[src/design/rkeq_pkg.sv]
// Shared types, constants and control interfaces for the resonant kernel FIR equalizer.
package rkeq_pkg;

  localparam int SAMPLE_BITS  = 24;
  localparam int CHAN_BITS    = 4;
  localparam int CFG_BITS     = 16;
  localparam int CFG_IDX_W    = 3;
  localparam int COEF_BITS    = 24;
  localparam int CORDIC_STEPS = 18;
  localparam int CSTEP_W      = 5;
  localparam int CORDIC_W     = 24;
  localparam int ANG_W        = 32;
  localparam int Z_W          = 34;

  localparam logic [CFG_BITS-1:0] RESO_MIN  = 16'd655;
  localparam logic [CFG_BITS-1:0] RESO_MAX  = 16'd64880;
  localparam logic [CFG_BITS-1:0] SCALE_MIN = 16'd1;
  localparam logic [CFG_BITS-1:0] SCALE_RST = 16'd32768;

  localparam logic [18:0] HALF_PI_Q18 = 19'd411775;
  localparam logic [16:0] TWENTY_PCT  = 17'd13107;
  localparam logic [27:0] RAD_TO_ANG  = 28'd170891319;
  localparam logic [25:0] FALL_STEP   = 26'd35790647;

  localparam logic signed [CORDIC_W-1:0] CORDIC_X0 = 24'sd636752;

  localparam logic [30:0] ATAN_TAB [CORDIC_STEPS] = '{
    31'd536870912, 31'd316933406, 31'd167458907, 31'd85004756, 31'd42667331,
    31'd21354465, 31'd10679839, 31'd5340245, 31'd2670163, 31'd1335087,
    31'd667544, 31'd333772, 31'd166886, 31'd83443, 31'd41722,
    31'd20861, 31'd10430, 31'd5215
  };

  typedef enum logic [CFG_IDX_W-1:0] {
    REG_RESO_ONE   = 3'd0,
    REG_RESO_TWO   = 3'd1,
    REG_RESO_THREE = 3'd2,
    REG_RESO_FOUR  = 3'd3,
    REG_INV_RATE   = 3'd4,
    REG_WET_MIX    = 3'd5
  } cfg_reg_t;

  typedef struct packed {
    logic [CHAN_BITS-1:0]          chan;
    logic signed [SAMPLE_BITS-1:0] sample_in;
  } in_item_t;

  typedef struct packed {
    logic [CHAN_BITS-1:0]          chan_out;
    logic signed [SAMPLE_BITS-1:0] sample_out;
  } out_item_t;

  typedef struct packed {
    logic clr_step;
    logic cap_in;
    logic mod_step;
    logic fc_rd;
    logic fc_wr;
    logic fall_ang;
    logic cordic_load;
    logic cordic_step;
    logic fall_cap;
    logic beam_sq;
    logic beam_ph;
    logic beam_ang;
    logic beam_prod;
    logic beam_term;
    logic beam_acc;
    logic beam_next;
    logic kern_wr;
    logic mac_issue;
    logic dly_wr;
    logic div_pre;
    logic div_step;
    logic mix;
    logic out_load;
  } dp_cmd_t;

  typedef struct packed {
    logic clr_last;
    logic chan_ok;
    logic cordic_last;
    logic beam_on;
    logic beam_last;
    logic mac_last;
    logic mac_busy;
    logic div_last;
    logic out_free;
  } dp_stat_t;

endpackage

[src/design/rkeq_ctrl.sv]
// Sequencer: runs the reset clear, then steps each item through kernel update, MAC, divide and mix.
module rkeq_ctrl import rkeq_pkg::*; (
  input  logic     clk,
  input  logic     rst_n,
  input  logic     in_valid,
  output logic     in_stall,
  input  dp_stat_t st,
  output dp_cmd_t  cmd
);

  typedef enum logic [24:0] {
    S_CLEAR    = 25'd1 << 0,
    S_IDLE     = 25'd1 << 1,
    S_MOD      = 25'd1 << 2,
    S_FC_RD    = 25'd1 << 3,
    S_FC_WR    = 25'd1 << 4,
    S_FALL_ANG = 25'd1 << 5,
    S_FALL_LD  = 25'd1 << 6,
    S_FALL_RUN = 25'd1 << 7,
    S_FALL_CAP = 25'd1 << 8,
    S_B_SQ     = 25'd1 << 9,
    S_B_PH     = 25'd1 << 10,
    S_B_ANG    = 25'd1 << 11,
    S_B_LD     = 25'd1 << 12,
    S_B_RUN    = 25'd1 << 13,
    S_B_PROD   = 25'd1 << 14,
    S_B_TERM   = 25'd1 << 15,
    S_B_ACC    = 25'd1 << 16,
    S_KW       = 25'd1 << 17,
    S_MAC      = 25'd1 << 18,
    S_DRAIN    = 25'd1 << 19,
    S_DWR      = 25'd1 << 20,
    S_DIV_PRE  = 25'd1 << 21,
    S_DIV      = 25'd1 << 22,
    S_MIX      = 25'd1 << 23,
    S_OUT      = 25'd1 << 24
  } state_t;

  state_t state_r, state_nxt;

  assign in_stall = (state_r != S_IDLE);

  always_comb begin
    state_nxt = state_r;
    cmd       = '0;
    case (state_r)
      S_CLEAR: begin
        cmd.clr_step = 1'b1;
        if (st.clr_last) state_nxt = S_IDLE;
      end
      S_IDLE: begin
        if (in_valid) begin
          cmd.cap_in = 1'b1;
          state_nxt  = S_MOD;
        end
      end
      S_MOD: begin
        if (st.chan_ok) state_nxt = S_FC_RD;
        else cmd.mod_step = 1'b1;
      end
      S_FC_RD: begin
        cmd.fc_rd = 1'b1;
        state_nxt = S_FC_WR;
      end
      S_FC_WR: begin
        cmd.fc_wr = 1'b1;
        state_nxt = S_FALL_ANG;
      end
      S_FALL_ANG: begin
        cmd.fall_ang = 1'b1;
        state_nxt    = S_FALL_LD;
      end
      S_FALL_LD: begin
        cmd.cordic_load = 1'b1;
        state_nxt       = S_FALL_RUN;
      end
      S_FALL_RUN: begin
        cmd.cordic_step = 1'b1;
        if (st.cordic_last) state_nxt = S_FALL_CAP;
      end
      S_FALL_CAP: begin
        cmd.fall_cap = 1'b1;
        state_nxt    = S_B_SQ;
      end
      S_B_SQ: begin
        if (st.beam_on) begin
          cmd.beam_sq = 1'b1;
          state_nxt   = S_B_PH;
        end else begin
          // beam parked at minimum resonance contributes nothing
          cmd.beam_next = 1'b1;
          if (st.beam_last) state_nxt = S_KW;
        end
      end
      S_B_PH: begin
        cmd.beam_ph = 1'b1;
        state_nxt   = S_B_ANG;
      end
      S_B_ANG: begin
        cmd.beam_ang = 1'b1;
        state_nxt    = S_B_LD;
      end
      S_B_LD: begin
        cmd.cordic_load = 1'b1;
        state_nxt       = S_B_RUN;
      end
      S_B_RUN: begin
        cmd.cordic_step = 1'b1;
        if (st.cordic_last) state_nxt = S_B_PROD;
      end
      S_B_PROD: begin
        cmd.beam_prod = 1'b1;
        state_nxt     = S_B_TERM;
      end
      S_B_TERM: begin
        cmd.beam_term = 1'b1;
        state_nxt     = S_B_ACC;
      end
      S_B_ACC: begin
        cmd.beam_acc  = 1'b1;
        cmd.beam_next = 1'b1;
        state_nxt     = st.beam_last ? S_KW : S_B_SQ;
      end
      S_KW: begin
        cmd.kern_wr = 1'b1;
        state_nxt   = S_MAC;
      end
      S_MAC: begin
        cmd.mac_issue = 1'b1;
        if (st.mac_last) state_nxt = S_DRAIN;
      end
      S_DRAIN: begin
        if (!st.mac_busy) state_nxt = S_DWR;
      end
      S_DWR: begin
        cmd.dly_wr = 1'b1;
        state_nxt  = S_DIV_PRE;
      end
      S_DIV_PRE: begin
        cmd.div_pre = 1'b1;
        state_nxt   = S_DIV;
      end
      S_DIV: begin
        cmd.div_step = 1'b1;
        if (st.div_last) state_nxt = S_MIX;
      end
      S_MIX: begin
        cmd.mix   = 1'b1;
        state_nxt = S_OUT;
      end
      S_OUT: begin
        if (st.out_free) begin
          cmd.out_load = 1'b1;
          state_nxt    = S_IDLE;
        end
      end
      default: state_nxt = S_CLEAR;
    endcase
  end

  always_ff @(posedge clk) begin
    if (!rst_n) begin
      state_r <= S_CLEAR;
    end else begin
      state_r <= state_nxt;
    end
  end

endmodule

[config.mk]
export PLATFORM = sky130hd
export DESIGN_NAME = rkeq_ctrl
export DESIGN_NICKNAME = d
export VERILOG_FILES = /design/src/design/rkeq_pkg.sv /design/src/design/rkeq_ctrl.sv
export SDC_FILE = /design/constraint.sdc
export NUM_CORES = 1
export LEC_CHECK = 0
export ABC_CLOCK_PERIOD_IN_PS = 3600
export BUFFER_PORTS_ARGS = -buffer_cell sky130_fd_sc_hd__buf_2
export CORE_MARGIN = 2
export CORE_UTILIZATION = 56
export DETAILED_ROUTE_END_ITERATION = 8
export PLACE_DENSITY = 0.8
export SYNTH_ARGS = -nofsm -noshare
export SYNTH_HDL_FRONTEND = slang
export SYNTH_SLANG_ARGS = --single-unit
export TNS_END_PERCENT = 5
[constraint.sdc]
create_clock -name clk -period 3.6 [get_ports clk]
set_clock_uncertainty 0.05 [all_clocks]
set_input_delay 1.08 -clock clk [delete_from_list [all_inputs] [get_ports clk]]
set_output_delay 1.08 -clock clk [all_outputs]
set_load 0.01 [all_outputs]
==> results.md, run 1 <==
* Hold WC Path Type: reg2reg
* Maximum VDD drop at 0.000190 V
* Final hold violation count at 0
* Final worst-path cycle share at 96.7%
* DRT iter0 DRCs at 83
* Sequential share of the synthesized area at 25.8%
* N_diodes at 0
* Initial Util at 58.1%
* Die W at 62.8 um
* PwrDens at about 340 nW/um^2
* Setup WS post-layout at 0.118 ns
* Post-Syn Area at 1940 um^2
* Startpoint Class: flip-flop
* Total CTS buffers at 3
* Worst slew pin tran at 0.509 ns
* Synth-to-layout area growth at 12.5%
* Clock tree buffer depth at 2
* First-pass GRT wire length at 8620 um
* Mapped Cells at 240
* Vias per cell at 6.14
* Clk slew on worst S/H paths at 0.14 ns
* Crit Path Class: reg2out
* Multi-input gate area at approximately 1300 um^2
* Wire length per cell at 16.3 um
* Num ports at 36
* Fin util at 65.4%
* Htree depth at 1
* Share of layout cells above drive strength 1 at between 20% and 30%
* Asr flop ratio synth at 0%
* TritonCTS clock tree: yes
* Port Buffers at 35
* Num Clock Sinks at 25
* Post-layout min period at approximately 3.5 ns
* WP data required at 2.47 ns
* # fillers at approximately 330
* Post-CTS sizing at 0
* Slew HR at 65.8%
* Setup bufs post-CTS at 0
* Pre-CTS setup slack at 0.475 ns
* Most flops, register: state_r
* Ys flop type: dfxtp_1
* Post-DP HPWL at ~4000 um
* Syn_area_per_cell at 8.08 um^2
* Final wirelength at 5220 um
* Leak at 0.975 nW
* Post-route ant nets at 0
* Fmax at ~290 MHz
* FF+latch area at 500 um^2
* CTS root buffer: clkbuf_4
* DRC viols at 0
* Synthesis Warnings at 0
* Total GRT Usage at 27.2%
* Most common cell in the synthesized netlist: nor2_1
* Initial antenna violation count at 0
* Top cells by area, synth: dfxtp_1, nor4_1, nor2_1
* Die H at about 63 um
* Total grt overflow at 0
* Unrepaired setup endpoints after global routing: true
* CP Capture Type: primary output
* Total Die Area at 3950 um^2
* Synth cell count leaders: nor2_1, dfxtp_1, nand2_1
* Synthesized net count at 252
* Core Rows at 21
* Cell accounting for the most synthesized area: dfxtp_1
* Clock Latency Late Sink at around 0.33 ns
* Status: complete, no violations
* Post-synth EDFFs at 0
* Distinct cell type count after synthesis at 53
* Largest registers: state_r: 25 flops
* Vias in the first global route at 1799
* Total Nets Final at 288
* Vias at 1971
* CP max FO at 8
* Worst EP arrival at around 2.4 ns
* Max Cap Viol at 0
* Final Hold Slack at 0.577 ns
* Core area at 3340 um^2
* Yosys top cell area share at 25.8%
* Cts hold-fix bufs at 0
* Largest net degree at the start of global routing at 17
* Register bit total from synthesis at 25
* Final Wtd Congestion at 1.03
* Setup-failing EPs final at 0
* Max-slew violation count at 0
* Max reg flops at 25
* TritonRoute pass-1 iters at 4
[cell usage in the layout (no fill, tap or decap), types with 2 or more instances in the layout]
cell / instances
dfxtp_1: 25
a211oi_1: 2
and2_1: 6
nor4b_2: 3
clkbuf_4: 3
nor3_1: 13
o21ai_0: 6
inv_1: 9
nor4_1: 17
a21oi_1: 2
or4_1: 5
nand3_1: 11
nand2_2: 2
nand4b_1: 4
or3_1: 3
nor4_4: 4
nor2b_1: 3
nand3b_1: 2
or2_2: 2
buf_2: 35
buf_4: 9
nand2_1: 22
nor3_2: 4
nand2b_1: 4
a21boi_0: 3
nor2_1: 26
nand4_1: 7
or4_4: 2
nor3b_1: 5
xor2_1: 7
nor4_2: 3
and3_1: 2
o21a_1: 2
xnor2_1: 2
[worst max-delay path, cell delays in order, from the launching register on]
cell	delay [ns]
dfxtp_1	0.42
or4_1	0.61
or4_1	0.59
nor3b_1	0.23
buf_2	0.17
[per-stage QoR]
step / area [um^2] / cells / total power, mW / TNS, ns
2_1_floorplan: 1940 / 240 / 0.522 / 0
3_3_place_gp: 2140 / 317 / 0.616 / 0
3_5_place_dp: 2140 / 317 / 0.611 / 0
4_1_cts: 2160 / 321 / 0.741 / 0
5_1_grt: 2180 / 321 / 0.786 / -0.0389
6_report: 2180 / 321 / 0.745 / 0
[power by group]
group	internal, mW	switching [mW]
Sequential	0.286	0.0197
Clock	0.0435	0.0884
Combinational	0.113	0.195
[layout make-up]
class,count,area share (%)
Tap cell,46,2.64
Timing Repair Buffer,44,11.1
Clock buffer,4,1.20
Inverter,9,1.55
Sequential cell,25,22.9
Multi-Input combinational cell,193,60.5
[worst paths after layout]
check	end	slack, ns	cells past startpoint	startpoint
min	state_r[6]$_SDFFE_PN0P_	0.58	2	state_r[5]$_SDFFE_PN0P_
max reg2reg	state_r[17]$_SDFFE_PN0P_	0.76	7	state_r[18]$_SDFFE_PN0P_
min reg2reg	state_r[6]$_SDFFE_PN0P_	0.58	2	state_r[5]$_SDFFE_PN0P_
max	cmd[4]	0.12	4	state_r[1]$_SDFFE_PN0P_
[kinds of logic after synthesis]
group	share of synthesized area (%)
and+or+nand+nor	50.4
AOI/OAI and AO/OA	12.8
DFF	25.8
buffers and inverters	6.97
xor gates and xnor gates	4.07
[metal layers]
layer | wire length [um] | GRT usage (%) | part of all wire, % | vias to the layer above
met5 | 0 | 0 | 0 | -
met4 | 47 | 5.83 | 0.90 | 0
met3 | 397 | 4.32 | 7.6 | 5
met2 | 2500 | 48.0 | 48 | 71
met1 | 2280 | 35.0 | 44 | 925
li1 | - | - | - | 970
No activity file was read; power rests on OpenSTA's default activity.
==> inputs of run 2 (changes only) <==
- ABC_CLOCK_PERIOD_IN_PS: 3600 -> 3000
- CORE_UTILIZATION: 56 -> 50
- PLACE_DENSITY: 0.8 -> 0.76
- TNS_END_PERCENT: 5 -> 50
- clock period: 3.6 -> 3 ns (I/O delays scaled with it)
==> run 2 against run 1 <==
  * The run now ends with negative setup slack left
  * First-iteration DRC count grew to 2.9 times the previous value
  * Count of clock-buffer cells in the layout is 1 lower
  * Flip-flop and latch count stayed put
  * Sequential power is 19% higher
  * Critical path type unchanged
  * Critical endpoint is now cmd[7]
  * Largest power group unchanged
==> results.md, run 2 (synthesis gave the netlist of run 1 again) <==
* Slowest cell on crit path: or4_4
* Num ports at 36
* Setup WS post-layout at -0.182 ns
* Total GRT Usage at 30.8%
* Failing checks: negative setup slack
* Largest net degree at the start of global routing at 15
* Worst slew pin tran at 0.736 ns
* Initial Util at 52.5%
* Cell Chain, Critical Path: buf_4, nor4_4, buf_4, nand2_2, or4_4, nand2_1, buf_2
* Final wirelength at ~7000 um
* Slew HR at around 51%
* DRT iter0 DRCs at 243
* First-pass GRT wire length at 10200 um
* Unrepaired setup endpoints after global routing: true
* Vias at 2382
* Initial antenna violation count at 0
* Clock Latency Late Sink at 0.28 ns
* Most frequent CP cell: buf_4
* Clk slew on worst S/H paths at approximately 0.09 ns
* CP Capture Type: primary output
* Worst EP arrival at 2.23 ns
* Worst reg2reg path depth at 11
* Wire length per cell at approximately 18 um
* Worst hold path startpoint: state_r[5]$_SDFFE_PN0P_
* Crit path largest cell delay at 0.54 ns
* R2r endpoint: state_r[18]$_SDFFE_PN0P_
* Maximum VDD drop at 0.000423 V
* Max-slew violation count at 0
* Max Cap Viol at 0
* Total CTS buffers at 3
* Die H at 66.3 um
* Crit Path Class: reg2out
* Pre-CTS setup slack at roughly 0.14 ns
* Vias per cell at 6.27
* Most frequent cells in the layout: buf_4, buf_2, nor2_1, nand2_1, dfxtp_1
* Final Wtd Congestion at 1.05
* Status: finished, violations left
* PwrDens at ~400 nW/um^2
* Final Hold Slack at 0.557 ns
* Synth-to-layout area growth at 48.9%
* Port Buffers at 35
* Share of layout cells above drive strength 1 at 54.2%
* Largest registers: state_r: 25 flops
* Hold WC Path Type: reg2reg
* Clock tree buffer depth at 2
* Post-layout min period at 3.18 ns
* Core area at 3690 um^2
* CP Launch Point: state_r[3]$_SDFFE_PN0P_
* Vias in the first global route at ~2.1k
* Flop2flop setup slack at 0.07 ns
* Most flops, register: state_r
* Fin util at 78.3%
* Final worst-path cycle share at 106%
* N_diodes at 0
* CTS root buffer: clkbuf_8
* Most common cell after layout, fill and taps aside: buf_4
* Setup-failing EPs final at 11
* CP max FO at 5
* Post-route ant nets at 0
* TNS Setup at -1.03 ns
* Die W at 66.3 um
* DRC viols at 0
* Cts hold-fix bufs at 0
* TritonRoute pass-1 iters at 5
* Total grt overflow at 0
* Max reg flops at 25
* Leak at roughly 1.3 nW
* Core Rows at 22
* Total Nets Final at between 300 and 400
* WP data required at 2.05 ns
* TritonCTS clock tree: yes
* Reg2Reg Launch Point: state_r[16]$_SDFFE_PN0P_
* Setup crit end: cmd[7]
* Total Die Area at 4390 um^2
* Htree depth at 1
* Fmax at ~310 MHz
* Num Clock Sinks at 25
* Final hold violation count at 0
* Post-DP HPWL at 4590 um
* Startpoint Class: flip-flop
-- run 2: metal layers --
layer | GRT usage, % | routed length [um] | vias to the layer above
met5 | 0 | 0 | -
met4 | 14.3 | 355 | 0
met3 | 5.79 | 554 | 40
met2 | 52.1 | 3390 | 148
met1 | 37.3 | 2720 | 1111
li1 | - | - | 1083
-- run 2: critical path, delay by kind of cell (launching register included) --
kind	cells	cell delay (ns)
buffers and inverters	3	0.49
and+or+nand+nor	4	1.13
DFF	1	0.34
-- run 2: area by class of cell --
type                       instances  area [um^2]
clock buffer                       3         41.3
clock inverter                     1         5.00
fill                             253          802
inverter                           9         33.8
multi-input combinational        193         1550
sequential                        25          522
tap                               48         60.1
timing repair buffer             101          678
-- run 2: how the worst min path moves through the flow --
stage / end / slack, ns / cells after the start
6_report: state_r[5]$_SDFFE_PN0P_ / 0.56 / 2
5_1_grt: state_r[5]$_SDFFE_PN0P_ / 0.59 / 2
4_1_cts: state_r[5]$_SDFFE_PN0P_ / 0.59 / 2
3_5_place_dp: state_r[11]$_SDFFE_PN0P_ / 0.58 / 2
3_3_place_gp: state_r[11]$_SDFFE_PN0P_ / 0.57 / 2
2_1_floorplan: state_r[12]$_SDFFE_PN0P_ / 0.47 / 2
-- run 2: stage by stage --
step | instance area, um^2 | power (mW) | cells
finish | 2890 | 1.15 | 380
global route | 2890 | 1.19 | 380
CTS | 2570 | 1.04 | 361
detailed placement | 2380 | 0.811 | 351
global placement | 2380 | 0.810 | 351
floorplan | 1940 | 0.627 | 240
-- run 2: power breakdown --
| group | leakage [nW] | total (mW) | internal, mW | switching (mW) |
|---|---|---|---|---|
| Clock | 0.0255 | 0.211 | 0.0934 | 0.118 |
| Sequential | 0.207 | 0.363 | 0.345 | 0.0179 |
| Combinational | 1.11 | 0.575 | 0.252 | 0.322 |
-- run 2: repair_timing --
action / 4_1_cts / 5_1_grt
resized for setup: 24 / 41
pin swaps: 9 / 23
setup endpoints to repair: 20 / 23
setup buffers: 6 / 19
==> inputs of run 3 (changes only) <==
- CAP_MARGIN: not set -> 30
- CORE_UTILIZATION: 50 -> 35
- PLACE_DENSITY: 0.76 -> not set
- SKIP_CTS_REPAIR_TIMING: not set -> 1
==> run 3 against run 2 <==
  * The flow still finishes with violations (negative setup slack)
  * Routed wire length fell by 11%
  * Final cell count down 0.79%
  * Sequential power down 4%
  * Total power decreased by 7.2%
  * Critical endpoint is now cmd[15]
  * Highest routed layer unchanged
==> results.md, run 3 (synthesis gave the netlist of run 1 again) <==
* Multi-input gate area at 1500 um^2
* Clk slew on worst S/H paths at 0.10 ns
* Share of layout cells above drive strength 1 at 44.6%
* Core Rows at 27
* Crit Path Class: reg2out
* Htree depth at 1
* Unrepaired setup endpoints after global routing: true
* N_diodes at 0
* DRT iter0 DRCs at 113
* Final Wtd Congestion at between 0.9 and 1
* Die H at ~80 um
* Worst slew pin tran at 0.955 ns
* Startpoint Class: flip-flop
* Clock Latency Late Sink at 0.28 ns
* CP max FO at 8
* TritonRoute pass-1 iters at 4
* Status: finished, violations left
* Slew HR at between 30% and 40%
* Core area at 5440 um^2
* TritonCTS clock tree: yes
* Final hold violation count at 0
* Setup WS post-layout at -0.141 ns
* Initial antenna violation count at 0
* Setup-failing EPs final at 17
* CTS root buffer: clkbuf_8
* Total GRT Usage at 19.8%
* PwrDens at 400 nW/um^2
* Placed cell count at 363
* # fillers at 532
* Fin util at 49.0%
* Synth-to-layout area growth at 37.5%
* CP Capture Type: primary output
* Largest net degree at the start of global routing at 16
* Wire length per cell at approximately 17 um
* Vias at ~2.1k
* Total grt overflow at 0
* Total CTS buffers at 3
* Finished Layout Cells at 377
* Fmax at between 300 and 400 MHz
* Largest registers: state_r: 25 flops
* Final worst-path cycle share at 105%
* Most flops, register: state_r
* DRC viols at 0
* Final wirelength at slightly above 6000 um
* Clock tree buffer depth at 2
* Num ports at 36
* Post-route ant nets at 0
* Vias per cell at 5.60
* Vias in the first global route at 1931
* Maximum VDD drop at between 0.0002 and 0.00025 V
* Most frequent cells in the layout: buf_4, buf_2, nor2_1, dfxtp_1, nand2_1
* First-pass GRT wire length at 9540 um
* Final Hold Slack at 0.527 ns
* Max-slew violation count at 0
* Total power at 1.07 mW
* Total Die Area at slightly above 6000 um^2
* Port Buffers at 35
* Total Nets Final at 318
* Post-DP HPWL at 4650 um
* Post-layout min period at ~3.1 ns
* WP data required at a little over 2 ns
* Hold WC Path Type: reg2reg
* Leak at 1.19 nW
* Initial Util at between 30% and 40%
* Num Clock Sinks at 25
* Most common cell after layout, fill and taps aside: buf_4
* Max Cap Viol at 0
* Worst EP arrival at 2.19 ns
* FF+latch area at 508 um^2
* Die W at 78.4 um
* Failing checks: negative setup slack
* Max reg flops at 25
[run 3: changes by cell type in the layout (fill, tap and decap cells not counted), moves of 3 or more]
cell | before | now
buf_4 | 64 | 35
nor2_1 | 21 | 24
nor3_1 | 5 | 9
nor4_2 | 7 | 4
buf_6 | 2 | 5
dfxtp_1 | 14 | 19
dfxtp_4 | 3 | 0
nor4_4 | 5 | 8
nand3_1 | 6 | 9
[run 3: report_power, final]
group	switching, mW	internal [mW]
logic	0.299	0.200
registers	0.00613	0.343
clock network	0.123	0.0947
total	0.428	0.638
[run 3: final timing paths]
path	start	endpoint	slack [ns]	cells past startpoint
setup / recovery	state_r[3]$_SDFFE_PN0P_	cmd[15]	-0.14	7
hold / removal	state_r[11]$_SDFFE_PN0P_	state_r[11]$_SDFFE_PN0P_	0.53	1
setup reg to reg	state_r[15]$_SDFFE_PN0P_	state_r[0]$_SDFFE_PN1P_	0.11	8
hold reg to reg	state_r[11]$_SDFFE_PN0P_	state_r[11]$_SDFFE_PN0P_	0.53	1
[run 3: area by class of cell]
cell class	count	area share, %
Multi-Input combinational cell	193	56.1
Sequential cell	25	19.1
Timing Repair Buffer	74	18.4
Tap cell	72	3.38
Clock buffer	3	1.55
Inverter	9	1.27
Clock inverter	1	0.282
[run 3: stage by stage]
| stage | area (um^2) | setup slack, ns | setup TNS (ns) |
|---|---|---|---|
| 3_3_place_gp | 2320 | 0.0642 | 0 |
| 3_5_place_dp | 2320 | 0.0352 | 0 |
| 4_1_cts | 2370 | -0.288 | -3.40 |
| 6_report | 2670 | -0.141 | -1.39 |
| 5_1_grt | 2670 | -0.260 | -3.65 |
| 2_1_floorplan | 1940 | 0.0956 | 0 |
[run 3: critical path: stages (launching register included)]
cell and delay, ns:
dfxtp_2 0.34, buf_6 0.12, nor4_4 0.55, and4_1 0.33, buf_4 0.14, nand4_1 0.16, nand2_1 0.13, buf_2 0.13
[run 3: layer usage]
layer / track usage (%) / share of wire (%) / up-vias
li1: - / - / 1026
met1: 26.9 / 43 / 973
met2: 32.0 / 47 / 92
met3: 2.30 / 7.1 / 19
met4: 8.07 / 3.1 / 0
met5: 0 / 0 / -
